[src/frv_pkg.sv]
// ----------------------------------------------------------------------------
// frv_pkg: shared definitions of the frame rms volume unit
// widths, register map, sequencer states and shared-unit operations
// ----------------------------------------------------------------------------
package frv_pkg;

  localparam int SAMPLE_BITS = 16;
  localparam int MAX_HOP     = 4096;
  localparam int HOP_BITS    = 13;
  localparam int HOP_RESET   = 512;
  localparam int SUM_BITS    = 42;
  localparam int SQ_BITS     = 2 * SAMPLE_BITS;
  localparam int VOL_BITS    = 16;
  localparam int VOL_MAX     = 1 << (SAMPLE_BITS - 1);

  // square root works two bits of the mean per step
  localparam int ROOT_BITS   = SUM_BITS / 2;
  localparam int REM_BITS    = ROOT_BITS + 1;
  localparam int UNIT_BITS   = REM_BITS + 2;
  localparam int CNT_BITS    = 6;
  localparam int DIV_LAST    = SUM_BITS - 1;
  localparam int SQRT_LAST   = ROOT_BITS - 1;

  // apb register map
  localparam int APB_ADDR_BITS = 3;
  localparam int APB_DATA_BITS = 32;
  localparam int REG_SEL_BIT   = 2;
  localparam logic REG_HOP_SIZE = 1'b0;

  typedef enum logic [2:0] {
    ST_IDLE,
    ST_SQUARE,
    ST_ACCUM,
    ST_FIRST,
    ST_DIV,
    ST_SQRT,
    ST_ROUND,
    ST_MARK
  } frv_state_t;

  typedef enum logic [1:0] {
    OP_DIV,
    OP_SQRT,
    OP_ROUND
  } frv_op_t;

endpackage

[src/frv_if.sv]
// ----------------------------------------------------------------------------
// frv_if: stream channels of the frame rms volume unit
// sample channel in, volume result channel out, valid/ready handshake
// ----------------------------------------------------------------------------
interface frv_sample_if import frv_pkg::*; ();
  logic                          valid;
  logic                          ready;
  logic signed [SAMPLE_BITS-1:0] sample;
  logic                          stream_last;

  modport source (output valid, output sample, output stream_last, input ready);
  modport sink (input valid, input sample, input stream_last, output ready);
endinterface

interface frv_result_if import frv_pkg::*; ();
  logic                valid;
  logic                ready;
  logic [VOL_BITS-1:0] volume;
  logic                is_frame;
  logic                end_of_stream;

  modport source (output valid, output volume, output is_frame, output end_of_stream,
                  input ready);
  modport sink (input valid, input volume, input is_frame, input end_of_stream,
                output ready);
endinterface

[src/frame_rms_volume_unit.sv]
// ----------------------------------------------------------------------------
// frame_rms_volume_unit: framed rms envelope of a signed audio stream
// one rms volume per frame of hop_size samples, iterative divide and root
// ----------------------------------------------------------------------------
// Samples (Q1.15) come in on the sample channel, one transaction at a time;
// the first sample of each stream gives frame 0 at once, equal to its
// magnitude, and every complete hop of samples then gives the rounded square
// root of the mean of its squares (unsigned Q1.15, at most 32768). The sample
// marked stream_last ends the stream: a partial frame is dropped, the final
// result carries end_of_stream, and a bare marker (is_frame 0, volume 0) goes
// out when that sample neither opened the stream nor closed a frame. A sample
// that completes no frame passes through accept, square and accumulate; one
// that completes a frame then runs a restoring division by the hop and a
// square root, both on the single shared 24-bit subtractor, and a rounding
// step; frame 0 and the end marker each add a step, and a result register
// that is still full adds a wait. The input is not ready while a sample is in
// work. hop_size is written over the APB port at byte address 0, which keeps
// its low 13 bits; 0 acts as 1 and values above 4096 act as 4096.
module frame_rms_volume_unit import frv_pkg::*; (
  input  logic                     clk,
  input  logic                     rst,
  frv_sample_if.sink               samples,
  frv_result_if.source             results,
  input  logic                     psel,
  input  logic                     penable,
  input  logic                     pwrite,
  input  logic [APB_ADDR_BITS-1:0] paddr,
  input  logic [APB_DATA_BITS-1:0] pwdata,
  output logic [APB_DATA_BITS-1:0] prdata,
  output logic                     pready
);

  // configuration
  logic [HOP_BITS-1:0] hop_size;
  logic [HOP_BITS-1:0] hop_eff;

  // stream state
  logic [SUM_BITS-1:0] square_sum;
  logic [HOP_BITS-1:0] frame_fill;
  logic                stream_start;

  // per-sample working registers
  logic [SAMPLE_BITS-1:0] mag;
  logic [SQ_BITS-1:0]     square;
  logic                   last_q;
  logic                   done_q;
  logic [HOP_BITS-1:0]    hop_q;

  // shared unit registers: num holds the dividend, then quotient, then mean
  logic [SUM_BITS-1:0]  num;
  logic [REM_BITS-1:0]  rem;
  logic [ROOT_BITS-1:0] root;
  logic [CNT_BITS-1:0]  cnt;

  frv_state_t state;
  frv_state_t state_next;
  frv_op_t    unit_op;

  // combinational helpers
  logic [SAMPLE_BITS:0]   sext;
  logic [SAMPLE_BITS:0]   mag_full;
  logic [SUM_BITS:0]      sum_wide;
  logic [SUM_BITS-1:0]    sum_sat;
  logic [HOP_BITS-1:0]    fill_inc;
  logic                   frame_done;
  logic [UNIT_BITS-1:0]   unit_a;
  logic [UNIT_BITS-1:0]   unit_b;
  logic [UNIT_BITS:0]     unit_diff;
  logic                   unit_ge;
  logic                   round_up;
  logic [VOL_BITS-1:0]    vol_final;
  logic                   out_free;
  logic                   out_load;
  logic [VOL_BITS-1:0]    out_vol;
  logic                   out_frame;
  logic                   out_eos;
  logic                   cfg_write;

  // ---------------------------------------------------------------- apb port
  assign pready    = 1'b1;
  assign cfg_write = psel && penable && pwrite && pready;
  assign prdata    = (paddr[REG_SEL_BIT] == REG_HOP_SIZE) ? APB_DATA_BITS'(hop_size)
                                                          : '0;

  always_ff @(posedge clk) begin
    if (rst) begin
      hop_size <= HOP_BITS'(HOP_RESET);
    end else if (cfg_write && paddr[REG_SEL_BIT] == REG_HOP_SIZE) begin
      hop_size <= pwdata[HOP_BITS-1:0];
    end
  end

  // zero hop acts as one, oversize hop is clamped
  always_comb begin
    if (hop_size == '0) begin
      hop_eff = HOP_BITS'(1);
    end else if (hop_size > HOP_BITS'(MAX_HOP)) begin
      hop_eff = HOP_BITS'(MAX_HOP);
    end else begin
      hop_eff = hop_size;
    end
  end

  // ---------------------------------------------------------------- datapath
  // magnitude of a two's complement sample, -32768 gives 32768
  assign sext     = {samples.sample[SAMPLE_BITS-1], samples.sample};
  assign mag_full = samples.sample[SAMPLE_BITS-1] ? (~sext + 1'b1) : sext;

  // saturating accumulate of the square
  assign sum_wide   = {1'b0, square_sum} + (SUM_BITS + 1)'(square);
  assign sum_sat    = sum_wide[SUM_BITS] ? '1 : sum_wide[SUM_BITS-1:0];
  assign fill_inc   = frame_fill + 1'b1;
  assign frame_done = (fill_inc >= hop_eff);

  // shared compare-and-subtract unit
  always_comb begin
    case (unit_op)
      OP_DIV: begin
        unit_a = UNIT_BITS'({rem[HOP_BITS-1:0], num[SUM_BITS-1]});
        unit_b = UNIT_BITS'(hop_q);
      end
      OP_SQRT: begin
        unit_a = {rem, num[SUM_BITS-1 -: 2]};
        unit_b = UNIT_BITS'({root, 2'b01});
      end
      OP_ROUND: begin
        // root < remainder means the mean lies nearer the next integer
        unit_a = UNIT_BITS'(root);
        unit_b = UNIT_BITS'(rem);
      end
      default: begin
        unit_a = '0;
        unit_b = '0;
      end
    endcase
  end

  assign unit_diff = {1'b0, unit_a} - {1'b0, unit_b};
  assign unit_ge   = !unit_diff[UNIT_BITS];
  assign round_up  = !unit_ge;

  // saturate the rounded root at full scale
  assign vol_final = (root >= ROOT_BITS'(VOL_MAX)) ? VOL_BITS'(VOL_MAX)
                                                  : root[VOL_BITS-1:0] + VOL_BITS'(round_up);

  assign out_free = !results.valid || results.ready;

  // ---------------------------------------------------------------- sequencer
  always_ff @(posedge clk) begin
    if (rst) begin
      state <= ST_IDLE;
    end else begin
      state <= state_next;
    end
  end

  always_comb begin
    state_next = state;
    case (state)
      ST_IDLE: begin
        if (samples.valid) state_next = ST_SQUARE;
      end
      ST_SQUARE: state_next = ST_ACCUM;
      ST_ACCUM: begin
        if (stream_start) begin
          state_next = ST_FIRST;
        end else if (frame_done) begin
          state_next = ST_DIV;
        end else if (last_q) begin
          state_next = ST_MARK;
        end else begin
          state_next = ST_IDLE;
        end
      end
      ST_FIRST: begin
        if (out_free) state_next = done_q ? ST_DIV : ST_IDLE;
      end
      ST_DIV: begin
        if (cnt == CNT_BITS'(DIV_LAST)) state_next = ST_SQRT;
      end
      ST_SQRT: begin
        if (cnt == CNT_BITS'(SQRT_LAST)) state_next = ST_ROUND;
      end
      ST_ROUND: begin
        if (out_free) state_next = ST_IDLE;
      end
      ST_MARK: begin
        if (out_free) state_next = ST_IDLE;
      end
      default: state_next = ST_IDLE;
    endcase
  end

  always_comb begin
    samples.ready = 1'b0;
    out_load      = 1'b0;
    out_vol       = '0;
    out_frame     = 1'b0;
    out_eos       = 1'b0;
    unit_op       = OP_DIV;
    case (state)
      ST_IDLE: samples.ready = 1'b1;
      ST_FIRST: begin
        // frame 0 is the magnitude itself; it ends the stream if nothing follows
        out_load  = out_free;
        out_vol   = mag;
        out_frame = 1'b1;
        out_eos   = last_q && !done_q;
      end
      ST_DIV: unit_op = OP_DIV;
      ST_SQRT: unit_op = OP_SQRT;
      ST_ROUND: begin
        unit_op   = OP_ROUND;
        out_load  = out_free;
        out_vol   = vol_final;
        out_frame = 1'b1;
        out_eos   = last_q;
      end
      ST_MARK: begin
        out_load = out_free;
        out_eos  = 1'b1;
      end
      default: begin
        samples.ready = 1'b0;
      end
    endcase
  end

  // stream state and working registers
  always_ff @(posedge clk) begin
    if (rst) begin
      square_sum   <= '0;
      frame_fill   <= '0;
      stream_start <= 1'b1;
    end else if (state == ST_ACCUM) begin
      if (frame_done || last_q) begin
        square_sum <= '0;
        frame_fill <= '0;
      end else begin
        square_sum <= sum_sat;
        frame_fill <= fill_inc;
      end
      stream_start <= last_q;
    end
  end

  always_ff @(posedge clk) begin
    case (state)
      ST_IDLE: begin
        if (samples.valid) begin
          mag    <= mag_full[SAMPLE_BITS-1:0];
          last_q <= samples.stream_last;
        end
      end
      ST_SQUARE: square <= mag * mag;
      ST_ACCUM: begin
        done_q <= frame_done;
        hop_q  <= hop_eff;
        num    <= sum_sat;
        rem    <= '0;
        cnt    <= '0;
      end
      ST_DIV: begin
        // restoring division, quotient bits shift in behind the dividend
        num <= {num[SUM_BITS-2:0], unit_ge};
        if (cnt == CNT_BITS'(DIV_LAST)) begin
          rem  <= '0;
          root <= '0;
          cnt  <= '0;
        end else begin
          rem <= REM_BITS'(unit_ge ? unit_diff[HOP_BITS-1:0] : unit_a[HOP_BITS-1:0]);
          cnt <= cnt + 1'b1;
        end
      end
      ST_SQRT: begin
        // digit-by-digit root, two bits of the mean a step
        num  <= {num[SUM_BITS-3:0], 2'b00};
        rem  <= unit_ge ? unit_diff[REM_BITS-1:0] : unit_a[REM_BITS-1:0];
        root <= {root[ROOT_BITS-2:0], unit_ge};
        cnt  <= cnt + 1'b1;
      end
      default: begin
        cnt <= cnt;
      end
    endcase
  end

  // ---------------------------------------------------------------- result register
  always_ff @(posedge clk) begin
    if (rst) begin
      results.valid <= 1'b0;
    end else if (out_load) begin
      results.valid <= 1'b1;
    end else if (results.ready) begin
      results.valid <= 1'b0;
    end
  end

  always_ff @(posedge clk) begin
    if (out_load) begin
      results.volume        <= out_vol;
      results.is_frame      <= out_frame;
      results.end_of_stream <= out_eos;
    end
  end

  // ---------------------------------------------------------------- assertions
  // a marker transaction carries no volume and always closes the stream
  assert property (@(posedge clk) disable iff (rst)
    results.valid && !results.is_frame |-> results.volume == '0 && results.end_of_stream)
    else $error("end marker with volume or without end_of_stream");

  // the rounded root never goes past full scale
  assert property (@(posedge clk) disable iff (rst)
    results.valid && results.is_frame |-> results.volume <= VOL_BITS'(VOL_MAX))
    else $error("volume above full scale");

  // the divisor latched for a frame is never zero
  assert property (@(posedge clk) disable iff (rst)
    state == ST_DIV |-> hop_q != '0)
    else $error("division by a zero hop");

  // a result is only loaded into a free result register
  assert property (@(posedge clk) disable iff (rst)
    out_load |-> !results.valid || results.ready)
    else $error("result register overwritten while still full");

endmodule

[src/flat_wrapper.sv]
// flat-port wrapper written by rule: the top's interface ports become plain ports
module frame_rms_volume_unit_flat import frv_pkg::*;
  (clk, rst, psel, penable, pwrite, paddr, pwdata, prdata, pready, samples_valid, samples_sample, samples_stream_last, samples_ready, results_valid, results_volume, results_is_frame, results_end_of_stream, results_ready);
  frv_sample_if samples_i ();
  frv_result_if results_i ();
  input  logic clk;
  input  logic rst;
  input  logic psel;
  input  logic penable;
  input  logic pwrite;
  input  logic [APB_ADDR_BITS-1:0] paddr;
  input  logic [APB_DATA_BITS-1:0] pwdata;
  output logic [APB_DATA_BITS-1:0] prdata;
  output logic pready;
  input wire logic [$bits(samples_i.valid)-1:0] samples_valid;
  input wire logic [$bits(samples_i.sample)-1:0] samples_sample;
  input wire logic [$bits(samples_i.stream_last)-1:0] samples_stream_last;
  output wire logic [$bits(samples_i.ready)-1:0] samples_ready;
  output wire logic [$bits(results_i.valid)-1:0] results_valid;
  output wire logic [$bits(results_i.volume)-1:0] results_volume;
  output wire logic [$bits(results_i.is_frame)-1:0] results_is_frame;
  output wire logic [$bits(results_i.end_of_stream)-1:0] results_end_of_stream;
  input wire logic [$bits(results_i.ready)-1:0] results_ready;
  assign samples_i.valid = samples_valid;
  assign samples_i.sample = samples_sample;
  assign samples_i.stream_last = samples_stream_last;
  assign samples_ready = samples_i.ready;
  assign results_valid = results_i.valid;
  assign results_volume = results_i.volume;
  assign results_is_frame = results_i.is_frame;
  assign results_end_of_stream = results_i.end_of_stream;
  assign results_i.ready = results_ready;
  frame_rms_volume_unit u_core (.clk(clk), .rst(rst), .samples(samples_i), .results(results_i), .psel(psel), .penable(penable), .pwrite(pwrite), .paddr(paddr), .pwdata(pwdata), .prdata(prdata), .pready(pready));
endmodule
[config.mk]
export PLATFORM = sky130hd
export DESIGN_NAME = frame_rms_volume_unit_flat
export DESIGN_NICKNAME = d
export VERILOG_FILES = /design/src/frv_pkg.sv /design/src/frv_if.sv /design/src/frame_rms_volume_unit.sv /design/src/flat_wrapper.sv
export SDC_FILE = /design/constraint.sdc
export NUM_CORES = 1
export LEC_CHECK = 0
export BUFFER_PORTS_ARGS = -buffer_cell sky130_fd_sc_hd__buf_2
export CAP_MARGIN = 0
export CORE_MARGIN = 3
export CORE_UTILIZATION = 45
export DETAILED_ROUTE_END_ITERATION = 10
export PLACE_DENSITY = 0.63
export SLEW_MARGIN = 15
export SYNTH_ARGS = -nofsm -noshare
export SYNTH_HDL_FRONTEND = slang
export SYNTH_SLANG_ARGS = --single-unit
[constraint.sdc]
create_clock -name clk -period 7 [get_ports clk]
set_clock_uncertainty 0.1 [all_clocks]
set_input_delay 0.35 -clock clk [delete_from_list [all_inputs] [get_ports clk]]
set_output_delay 0.35 -clock clk [all_outputs]
set_load 0.01 [all_outputs]
# After elaboration in Yosys (flattened, before gate mapping)
# Index checks and enable logic that the tools add are counted.
# classes
muxes	37
bitwise_logic	2
add_sub_neg	6
n_reduce_logical	21
magnitude_cmp	3
multipliers	1
n_eq_ne	16
# op_table
op	n
one-hot mux 42 bit (3 select lines)	1
2-to-1 mux 42 bit	2
one-hot mux 24 bit (3 select lines)	1
one-hot mux 23 bit (3 select lines)	1
one-hot mux 22 bit (3 select lines)	1
2-to-1 mux 13 bit	5
2-to-1 mux 22 bit	2
adder 42 x 32 -> 43 bit	1
one-hot mux 21 bit (2 select lines)	1
multiplier 16 x 16 -> 32 bit	1
one-hot mux 16 bit (2 select lines)	1
2-to-1 mux 3 bit	9
subtractor 24 x 23 -> 25 bit	1
greater-or-equal comparator 21 x 16 -> 1 bit (second input constant)	1
2-to-1 mux 21 bit	1
one-hot mux 3 bit (7 select lines)	1
one-hot mux 6 bit (3 select lines)	1
adder 16 x 1 -> 16 bit	1
adder 16 x 1 -> 16 bit (second input constant)	1
2-to-1 mux 16 bit	1
NOT 16 bit	1
2-to-1 mux 15 bit	1
adder 13 x 1 -> 13 bit (second input constant)	1
greater-or-equal comparator 13 bit	1
other kinds (28)	48
# totals
ff_bits	245
in_bits	59
elab_cells	105
output_inout_bits	53

# Depth between registers and ports, before layout
# depth
ltp_word	8
mapped_depth	26

# Worst setup path after synthesis
# OpenSTA, ideal clock, no wires.
# synth_path
kind	register to register
startpoint	register u_core.mag[4]
endpoint	register u_core.square[31], data pin
arrival_time_ns	6.122
t_required_ns	6.640
slack_ns	0.518
setup_time_ns	0.260
path_stages_with_launch	23
cell_sequence	edfxtp_1 > clkbuf_1 > clkbuf_1 > nand2_1 > inv_1 > fa_1 > inv_1 > fa_1 > fa_1 > inv_1 > fa_1 > fa_1 > fa_1 > ha_1 > nand3_1 > a21oi_1 > a2111oi_2 > nor3_2 > a211o_1 > a41o_1 > a221o_1 > a21oi_2 > xnor2_1
# synth_between
elab_chain_len	1
# synth_lines
element	line	text
from (decl)	frame_rms_volume_unit.sv:43	logic [SAMPLE_BITS-1:0] mag;
from (signal assigned)	frame_rms_volume_unit.sv:251	mag <= mag_full[SAMPLE_BITS-1:0];
multiplier 16 x 16 -> 32 bit	frame_rms_volume_unit.sv:255	ST_SQUARE: square <= mag * mag;
to (signal assigned)	frame_rms_volume_unit.sv:255	
to (decl)	frame_rms_volume_unit.sv:44	logic [SQ_BITS-1:0] square;
# Every way passes these cells.
# A chain may end at the register's enable or synchronous reset.

# Worst setup path in the final report
# layout_path
startpoint	register u_core.mag[1]
endpoint	register u_core.square[31], data pin
# The elaborated chain is that of the path after synthesis.

==> summary.md <==
| Metric | Value |
|---|---|
| Status | completed |
| Most numerous cell on the critical path | fa_1 |
| Worst setup startpoint | u_core.mag[1]$_DFFE_PP_ |
| Synth Cell Area | 21600 um^2 |
| Antenna diode count | 0 |
| Clock-pin slew on the worst setup and hold paths | 0.06 ns |
| Netlist cell types | 82 |
| Clk sinks | 244 |
| Ports | 112 |
| RR Startpoint | u_core.mag[1]$_DFFE_PP_ |
| Ys async rst share | 0% |
| Setup violators final | 0 |
| Detail Route Antenna Nets | 0 |
| Max_cap viols | 0 |
| Final Hold Fails | 0 |
| DIE WIDTH | 225 um |
| Worst path cell trace | and2_1, fa_1, inv_1, fa_1, inv_1, fa_1, inv_1, fa_1, inv_1, fa_1, fa_1, ha_1, a21o_1, a21o_1, a2111oi_2, nor3_2, a211o_1, a41o_1, a221o_1, a21oi_2, xnor2_1 |
| Final nets | 2776 |
| Actual slew at the worst max-slew pin | 1.04 ns |
| Commonest non-fill, non-tap cells in the layout | inv_1, nand2_1, ha_1 |
| Crit-path max FO | 8 |
| Synthesized area per cell | 9.32 um^2 |
| Via density | 5.48 |
| Die ar. | 50800 um^2 |
| HP Class | in -> reg |
| Initial antenna violation count | 0 |
| Vias | 16.5k |
| Post-synth top flop | edfxtp_1 |
| Pins Over Slew Limit | 0 |
| Share of cells above drive strength 1 | 8.42% |
| Post-synth EDFFs | 171 |
| Endpoint class of the critical path | register |
| Largest net degree at the start of global routing | 80 |
| Rel. slew slack | 30.7% |
| Tmin final | 6.69 ns |
| DRC errors left | 0 |
| Grt ovf | 0 |
| WS Path Type | reg -> reg |
| CTS Buf Count | 27 |
| Most common library cell in the layout ignoring fill and taps | inv_1 |
| CTS root buffer | clkbuf_16 |
| Max Clk Rate | 149 MHz |
| Crit path arrival time | 6.89 ns |
| Post-synthesis sequential area ratio | 30.5% |
| Largest area contributor in the synthesized netlist | edfxtp_1 |
| Die height | 225 um |
| CP peak stage delay | 0.54 ns |
| 1st-iter DRT viols | 993 |
| First-pass GRT wire length | 85400 um |
| Drt first pass iters | 5 |
| Routed Wire Length | 51700 um |
| Skew-Pair Late Insertion Delay | 0.57 ns |
| GPL Wtd Cong | 0.880 |
| Wire per inst | 17.2 um |
| Starting Density | 46.0% |
| Hold Startpoint | samples_sample[3] |
| Final HPWL DP | 39300 um |
| Yosys warnings | 0 |
| Rows | 79 |
| Cts repair resizes | 0 |
| # H-tree levels | 1 |
| CTS tree | yes |
| Post-Syn Instances | 2323 |
| Port Buffers | 70 |
| Gr usage total | 20.5% |
| RSZ-0062 raised after global routing | false |
| Layout area overhead | 9.55% |
| Yosys reg bits | 244 |
| Vias in the first global route | 16.6k |
| Tcrit/Tclk final | 95.6% |
| Post-CTS Setup Inserts | 0 |
| Area contributors post-synth | edfxtp_1, fa_1, ha_1 |
| Top cell type's share of synthesized area | 23.7% |
| Setup_tns | 0 ns |
| Core Footprint | 47100 um^2 |
| Req. time, crit path | 7.20 ns |
| Max clock buf depth | 3 |
| Cell with the largest stage delay on the worst path | edfxtp_1 |
| Setup crit start kind | register |
==> worst max-delay path: cells and delay by family (launching register included) <==
kind,cells,cell delay (ns)
AOI/OAI and AO/OA,7,1.80
xor gates and xnor gates,1,0.07
adders and majority gates,7,3.35
buffers and inverters,4,0.20
DFF,1,0.54
and+or+nand+nor,2,0.37
==> state kept, by name, summed over array words and instances, names as in the netlist, 13 cells and up <==
signal and count:
u_core.num 42, u_core.square_sum 42, u_core.square 31, u_core.rem 22, u_core.root 21, u_core.mag 16, u_core.results.volume 16, u_core.frame_fill 13
u_core.hop_q 13, u_core.hop_size 13
==> layout make-up <==
type | count | area (um^2)
clock inverters | 19 | 191
flip-flops and latches | 244 | 6600
multi-input cells | 1701 | 13600
fillers | 4374 | 23300
clock buffers | 31 | 721
inverters | 273 | 1020
well taps | 607 | 759
repair buffers | 131 | 858
==> what timing repair did <==
| item | CTS | global route |
|---|---|---|
| endpoints found under the hold margin | 21 | 0 |
| setup endpoints to repair | 0 | 0 |
| hold buffers | 20 | 0 |
==> synth_stat cells, drive strengths merged (12+ instances only) <==
master and count:
a211oi 49, a21o 41, a21oi 130, a221oi 13, a22oi 17, a31oi 28, and2 58, and3 42
buf 36, clkbuf 87, dfxtp 73, edfxtp 171, fa 164, ha 175, inv 273, mux2i 28
nand2 249, nand2b 12, nand3 54, nor2 138, nor2b 58, nor3 36, o21a 16, o21ai 99
xnor2 82, xor2 43
==> per-layer routing <==
layer	vias to the layer above	GRT usage [%]	share of wire, %
li1	8054	-	-
met1	8008	29.1	47
met2	351	33.3	46
met3	70	2.76	5.1
met4	0	5.13	2.3
met5	-	0	0
==> per-stage QoR <==
| stage | instances | utilization, % | setup slack, ns | hold slack [ns] | instance area, um^2 |
|---|---|---|---|---|---|
| 3_3_place_gp | 2936 | 48.0 | 0.338 | 0.340 | 22600 |
| 5_1_grt | 3006 | 50.4 | 0.0428 | 0.0227 | 23700 |
| 6_report | 3006 | 50.4 | 0.307 | 0.0328 | 23700 |
| 2_1_floorplan | 2341 | - | 0.518 | 0.329 | 21700 |
| 3_5_place_dp | 2936 | 48.0 | 0.337 | 0.352 | 22600 |
| 4_1_cts | 3006 | 50.4 | 0.336 | 0.00187 | 23700 |
==> cells by family after synthesis <==
group	after synthesis	synth area share, %
fa+ha+maj	339	25.3
buf+inv	396	7.31
mux	31	1.45
simple gates	708	15.8
other cells	2	0.0347
xor+xnor	125	5.06
flops	244	30.5
compound gates	478	14.6
==> worst paths after layout <==
check	endpoint	slack, ns	cells after the start
setup reg to reg	u_core.square[31]$_DFFE_PP_	0.31	21
hold reg to reg	u_core.frame_fill[12]$_SDFFE_PP0P_	0.36	2
hold / removal	u_core.mag[3]$_DFFE_PP_	0.03	2
setup / recovery	u_core.square[31]$_DFFE_PP_	0.31	21
Power is not shown: default switching activity piles up to over one toggle a cycle in this logic, so the estimate is an artifact.
